## src/rtl/core/tms_pkg.sv

```systemverilog
// shared constants, types and codes for the transform matrix stack
package tms_pkg;

	localparam int VALUE_WIDTH = 32;
	localparam int FRAC_BITS   = 16;
	localparam int MAT_DIM     = 4;
	localparam int MAT_ELEMS   = MAT_DIM * MAT_DIM;
	localparam int DIM_W       = $clog2(MAT_DIM);
	localparam int IDX_W       = $clog2(MAT_ELEMS);
	localparam int STACK_DEPTH = 16;
	localparam int CNT_W       = $clog2(STACK_DEPTH + 1);
	localparam int ST_WORDS    = STACK_DEPTH * MAT_ELEMS;
	localparam int ST_ADDR_W   = $clog2(ST_WORDS);
	localparam int PROD_W      = 2 * VALUE_WIDTH;
	localparam int ACC_W       = PROD_W + DIM_W;

	typedef logic [2:0]                    req_t;
	typedef logic [IDX_W-1:0]              idx_t;
	typedef logic signed [VALUE_WIDTH-1:0] value_t;
	typedef logic [1:0]                    status_t;
	typedef logic [DIM_W-1:0]              dim_t;
	typedef logic [ST_ADDR_W-1:0]          st_addr_t;

	localparam req_t REQ_IDENTITY = 3'd0;
	localparam req_t REQ_ELEM     = 3'd1;
	localparam req_t REQ_PUSH     = 3'd2;
	localparam req_t REQ_POP      = 3'd3;
	localparam req_t REQ_GET      = 3'd4;

	localparam status_t STS_OK    = 2'd0;
	localparam status_t STS_FULL  = 2'd1;
	localparam status_t STS_EMPTY = 2'd2;

	// 1.0 in the fixed point format
	localparam value_t ONE_Q = value_t'(1) <<< FRAC_BITS;

	typedef struct packed {
		logic vld;
		logic first;
		logic last;
		dim_t row;
		dim_t col;
	} mac_tag_t;

	function automatic value_t identity_elem(input idx_t idx);
		value_t v;
		v = '0;
		if (idx[IDX_W-1 -: DIM_W] == idx[DIM_W-1:0])
			v = ONE_Q;
		return v;
	endfunction

endpackage

```

## src/rtl/core/tms_mac.sv

```systemverilog
// shared multiply-accumulate unit: product, exact dot-product sum, floor and saturate
module tms_mac (
	input  logic              clk,
	input  logic              arst_n,
	input  tms_pkg::mac_tag_t tag,
	input  tms_pkg::value_t   a,
	input  tms_pkg::value_t   b,
	output tms_pkg::mac_tag_t res_tag,
	output tms_pkg::value_t   res
);
	import tms_pkg::*;

	localparam logic signed [ACC_W-1:0] SAT_HI =
		{{(ACC_W-VALUE_WIDTH+1){1'b0}}, {(VALUE_WIDTH-1){1'b1}}};
	localparam logic signed [ACC_W-1:0] SAT_LO = ~SAT_HI;

	logic signed [PROD_W-1:0] prod_c;
	logic signed [PROD_W-1:0] prod_s1;
	logic signed [ACC_W-1:0]  acc_s2;
	logic signed [ACC_W-1:0]  shr;
	mac_tag_t                 tag_s1;
	mac_tag_t                 tag_s2;

	assign prod_c = a * b;

	always_ff @(posedge clk or negedge arst_n) begin
		if (!arst_n) begin
			tag_s1 <= '0;
			tag_s2 <= '0;
		end else begin
			tag_s1 <= tag;
			tag_s2 <= tag_s1;
		end
	end

	always_ff @(posedge clk) begin
		prod_s1 <= prod_c;
		if (tag_s1.vld) begin
			if (tag_s1.first)
				acc_s2 <= ACC_W'(prod_s1);
			else
				acc_s2 <= acc_s2 + ACC_W'(prod_s1);
		end
	end

	// floor of the exact sum, then clamp to the value range
	assign shr = acc_s2 >>> FRAC_BITS;

	always_comb begin
		if (shr > SAT_HI)
			res = SAT_HI[VALUE_WIDTH-1:0];
		else if (shr < SAT_LO)
			res = SAT_LO[VALUE_WIDTH-1:0];
		else
			res = shr[VALUE_WIDTH-1:0];
	end

	always_comb begin
		res_tag = tag_s2;
		res_tag.vld = tag_s2.vld && tag_s2.last;
	end

endmodule

```

## config.mk

```make
export PLATFORM = sky130hd
export DESIGN_NAME = tms_mac
export DESIGN_NICKNAME = d
export VERILOG_FILES = /design/src/rtl/core/tms_pkg.sv /design/src/rtl/core/tms_mac.sv
export SDC_FILE = /design/constraint.sdc
export NUM_CORES = 2
export LEC_CHECK = 0
export ABC_AREA = 1
export BUFFER_PORTS_ARGS = -buffer_cell sky130_fd_sc_hd__buf_4
export CORE_AREA = 2 2 223 445
export DETAILED_ROUTE_END_ITERATION = 10
export DIE_AREA = 0 0 225 447
export PLACE_DENSITY = 0.74
export REMOVE_ABC_BUFFERS = 1
export SKIP_CTS_REPAIR_TIMING = 1
export SLEW_MARGIN = 20
export SYNTH_ARGS = -nofsm -noshare
export SYNTH_HDL_FRONTEND = slang
export SYNTH_SLANG_ARGS = --single-unit
```

## constraint.sdc

```tcl
create_clock -name clk -period 2.9 [get_ports clk]
set_input_delay 0.87 -clock clk [delete_from_list [all_inputs] [get_ports clk]]
set_output_delay 0.87 -clock clk [all_outputs]
set_load 0.01 [all_outputs]
```

==> metrics <==
Post-DP Area=55400 µm²; WP data required=3.24 ns; Synth Area in Adders=0.515; worst skew pair latency=0.47 ns; post-synthesis mux area share=0; die area=101000 µm²; largest family of logic cells by synthesized area=adder cells; r2r setup slk=-0.19 ns; Max Fclk=140 MHz; Max Slew Vio Count=0; sequential fraction of the synthesis area=0.0750; Post-Syn Area=48200 µm²; GRT Residual Overflow=0; Max Clock Skew=0.0147 ns; Die Ht=447 µm; most frequent cells in the layout=inv_1 (1719), nand2_1 (1649), fa_1 (1021), buf_4 (663), nor2_1 (198); Final Hold Viols=0; die width=225 µm; EDFF count, synth=66; largest net degree at the start of global routing=79; via count=43300; Initial Util=0.496; r2r startpoint=acc_s2[36]$_DFFE_PP_; worst-path cell chain=buf_12, buf_12, nand2_4, inv_2, fa_1, inv_2, fa_1, inv_2, fa_2, fa_1, fa_2, fa_1, fa_2, fa_1, ha_4, buf_4, nand2_4, inv_1, a21oi_1, buf_4, o21ai_0, o21bai_4, nand3b_1, xor2_1; crit-path max FO=6; gr usage total=0.352; drt wl/cell=21.5 µm; Residual DRC=0; TritonCTS Buffers=17; Slew @ Worst Pin=0.951 ns; prevailing post-synth register cell=edfxtp_1; max cap viols=0; Largest stage delay, worst path=0.64 ns; Site Rows=162; clock buffer depth=2; Period minus WS final=7.16 ns; GPL Wtd Cong=1.04; share of cells above drive strength 1=0.212; simple-gate share of the synthesized area=0.195; Worst Path Class, Setup=in2reg; CTS root buf=clkbuf_16; Core ar.=97100 µm²; R2R cell count=13; RR Endpoint=acc_s2[41]$_DFFE_PP_; vias per inst=5.29; # nets final=8339; first-pass detailed-route iteration total=8; period utilization=2.47; slack of the critical path=-4.26 ns; #FFs+latches synth=144; H-Tree Level Count=4; clock sinks=144; crit path launch type=input pin; Slew HR=0.366; Final HPWL DP=147000 µm; fraction of registers with async set/reset=0.0972; initial drt markers=2655; first-pass GRT wire length=261000 µm; Setup crit end kind=register; IO buf count=111; commonest non-fill, non-tap cell in the layout=inv_1; Avg Synthesized Cell Area=7.67 µm²; unrepaired setup endpoints after global routing=yes; fin area=59900 µm²; Synth Area in Compound Gates=0.0440; Reg clk slew, reported paths=0.07 ns; CTS tree=yes; Routed WL=176000 µm; synth unique cells=49; Hold Crit Class=in2async; Warnings, synthesis=0; cells after synthesis=6280; CP max-delay cell=fa_1; vias in the first global route=47600; Crit path arrival time=7.50 ns; status=complete, but fails checks; failing checks=negative setup slack; Synth Area in XOR/XNOR=0.0115; final setup fails=97; initial antenna violation count=4; Ports=112; Area growth syn-to-layout=24.3%; CP most frequent cell=fa_1; ANT nets after route=0
synth_stat cells (2+ instances only):
cell      number  area [µm²]
a21boi_1       2        15.0
a21oi_1      170         851
nand3b_1      22         165
nor2_1       275        1030
a21o_1         9        67.6
nand2_2       17         106
nor2_2        23         144
a31oi_1        5        31.3
or2_1          7        43.8
buf_1          3        11.3
dfrtp_1       14         350
fa_1        1083       21700
edfxtp_1      66        1980
o21a_1         4        30.0
nand3_2        5        50.1
ha_1         249        3120
nand4_1       29         181
o21ai_2        2        17.5
inv_1       1791        6720
nor4_2         3        37.5
o21bai_1      32         240
o31ai_1        6        45.0
nor2_4         3        33.8
o21ai_0      101         505
buf_4          6        45.0
clkinv_1       2        7.51
nand3_4        2        35.0
o211ai_1       2        15.0
inv_2         37         139
o21ai_1       24         120
o211ai_2       2        25.0
a21boi_0      10        75.1
xnor2_1       17         149
nand2_1     1724        6470
dfxtp_1       64        1280
nor3_2         3        30.0
clkbuf_1     209         785
a21oi_2        4        35.0
nor4_1        10        62.6
or2_2         23         144
nor3_1        20         100
and3_1         5        31.3
xor2_1        46         403
nand3_1      144         721
metal layers:
layer  vias to the layer above  wire (µm)  track usage
li1                      19200          -            -
met1                     21200      52400        0.320
met2                      1834      91600        0.644
met3                       996       8380       0.0445
met4                         4      23700        0.367
met5                         -         28            0
sequential cells by signal (all words and copies together), names as in the netlist:
register and cells:
acc_s2 66, prod_s1 64, res_tag 6, tag_s1 7, tag_s2 1
logic make-up after synthesis:
| kind of cell | Yosys count |
|---|---|
| AO/OA/AOI/OAI | 377 |
| XOR/XNOR | 63 |
| adder cells (fa/ha/maj) | 1332 |
| buffers and inverters | 2049 |
| flip-flops | 144 |
| AND/OR/NAND/NOR | 2315 |
stage by stage:
step | utilization | instances | worst slack (ns) | hold slack [ns] | TNS, ns
2_1_floorplan | - | 6061 | -4.58 | 0.331 | -203.88
3_3_place_gp | 0.571 | 8085 | -4.84 | 0.336 | -249.71
3_5_place_dp | 0.571 | 8085 | -4.94 | 0.336 | -253.70
4_1_cts | 0.577 | 8117 | -4.44 | 0.229 | -233.40
5_1_grt | 0.617 | 8177 | -4.39 | 0.244 | -235.61
6_report | 0.617 | 8179 | -4.26 | 0.233 | -221.08
layout make-up:
type                            count  area [µm²]
Tap cell                         1230        1540
Timing Repair Buffer              854        8000
Multi-Input combinational cell   4087       39200
Fill cell                        8174       37200
Sequential cell                   144        3620
Antenna cell                        2        5.00
Inverter                         1830        6900
Clock buffer                       17         425
Clock inverter                     15         170
worst max-delay path: cells and delay by family:
family | cells | cell delay [ns]
xor+xnor | 1 | 0.18
fa+ha+maj | 9 | 4.64
compound gates | 3 | 0.68
simple gates | 3 | 0.37
buf+inv | 8 | 0.75
how the worst max path moves through the flow:
stage	cells after the start	slack [ns]	from	endpoint
finish	24	-4.26	a[14]	prod_s1[42]$_DFF_P_
global route	30	-4.39	a[31]	prod_s1[63]$_DFF_P_
CTS	27	-4.44	a[31]	prod_s1[59]$_DFF_P_
detailed placement	27	-4.94	a[31]	prod_s1[59]$_DFF_P_
global placement	27	-4.84	a[31]	prod_s1[59]$_DFF_P_
floorplan	26	-4.58	a[31]	prod_s1[63]$_DFF_P_
Power is left out: the tool's default activity adds up to more than one toggle a clock period on the data nets, which glitch-free logic cannot reach.
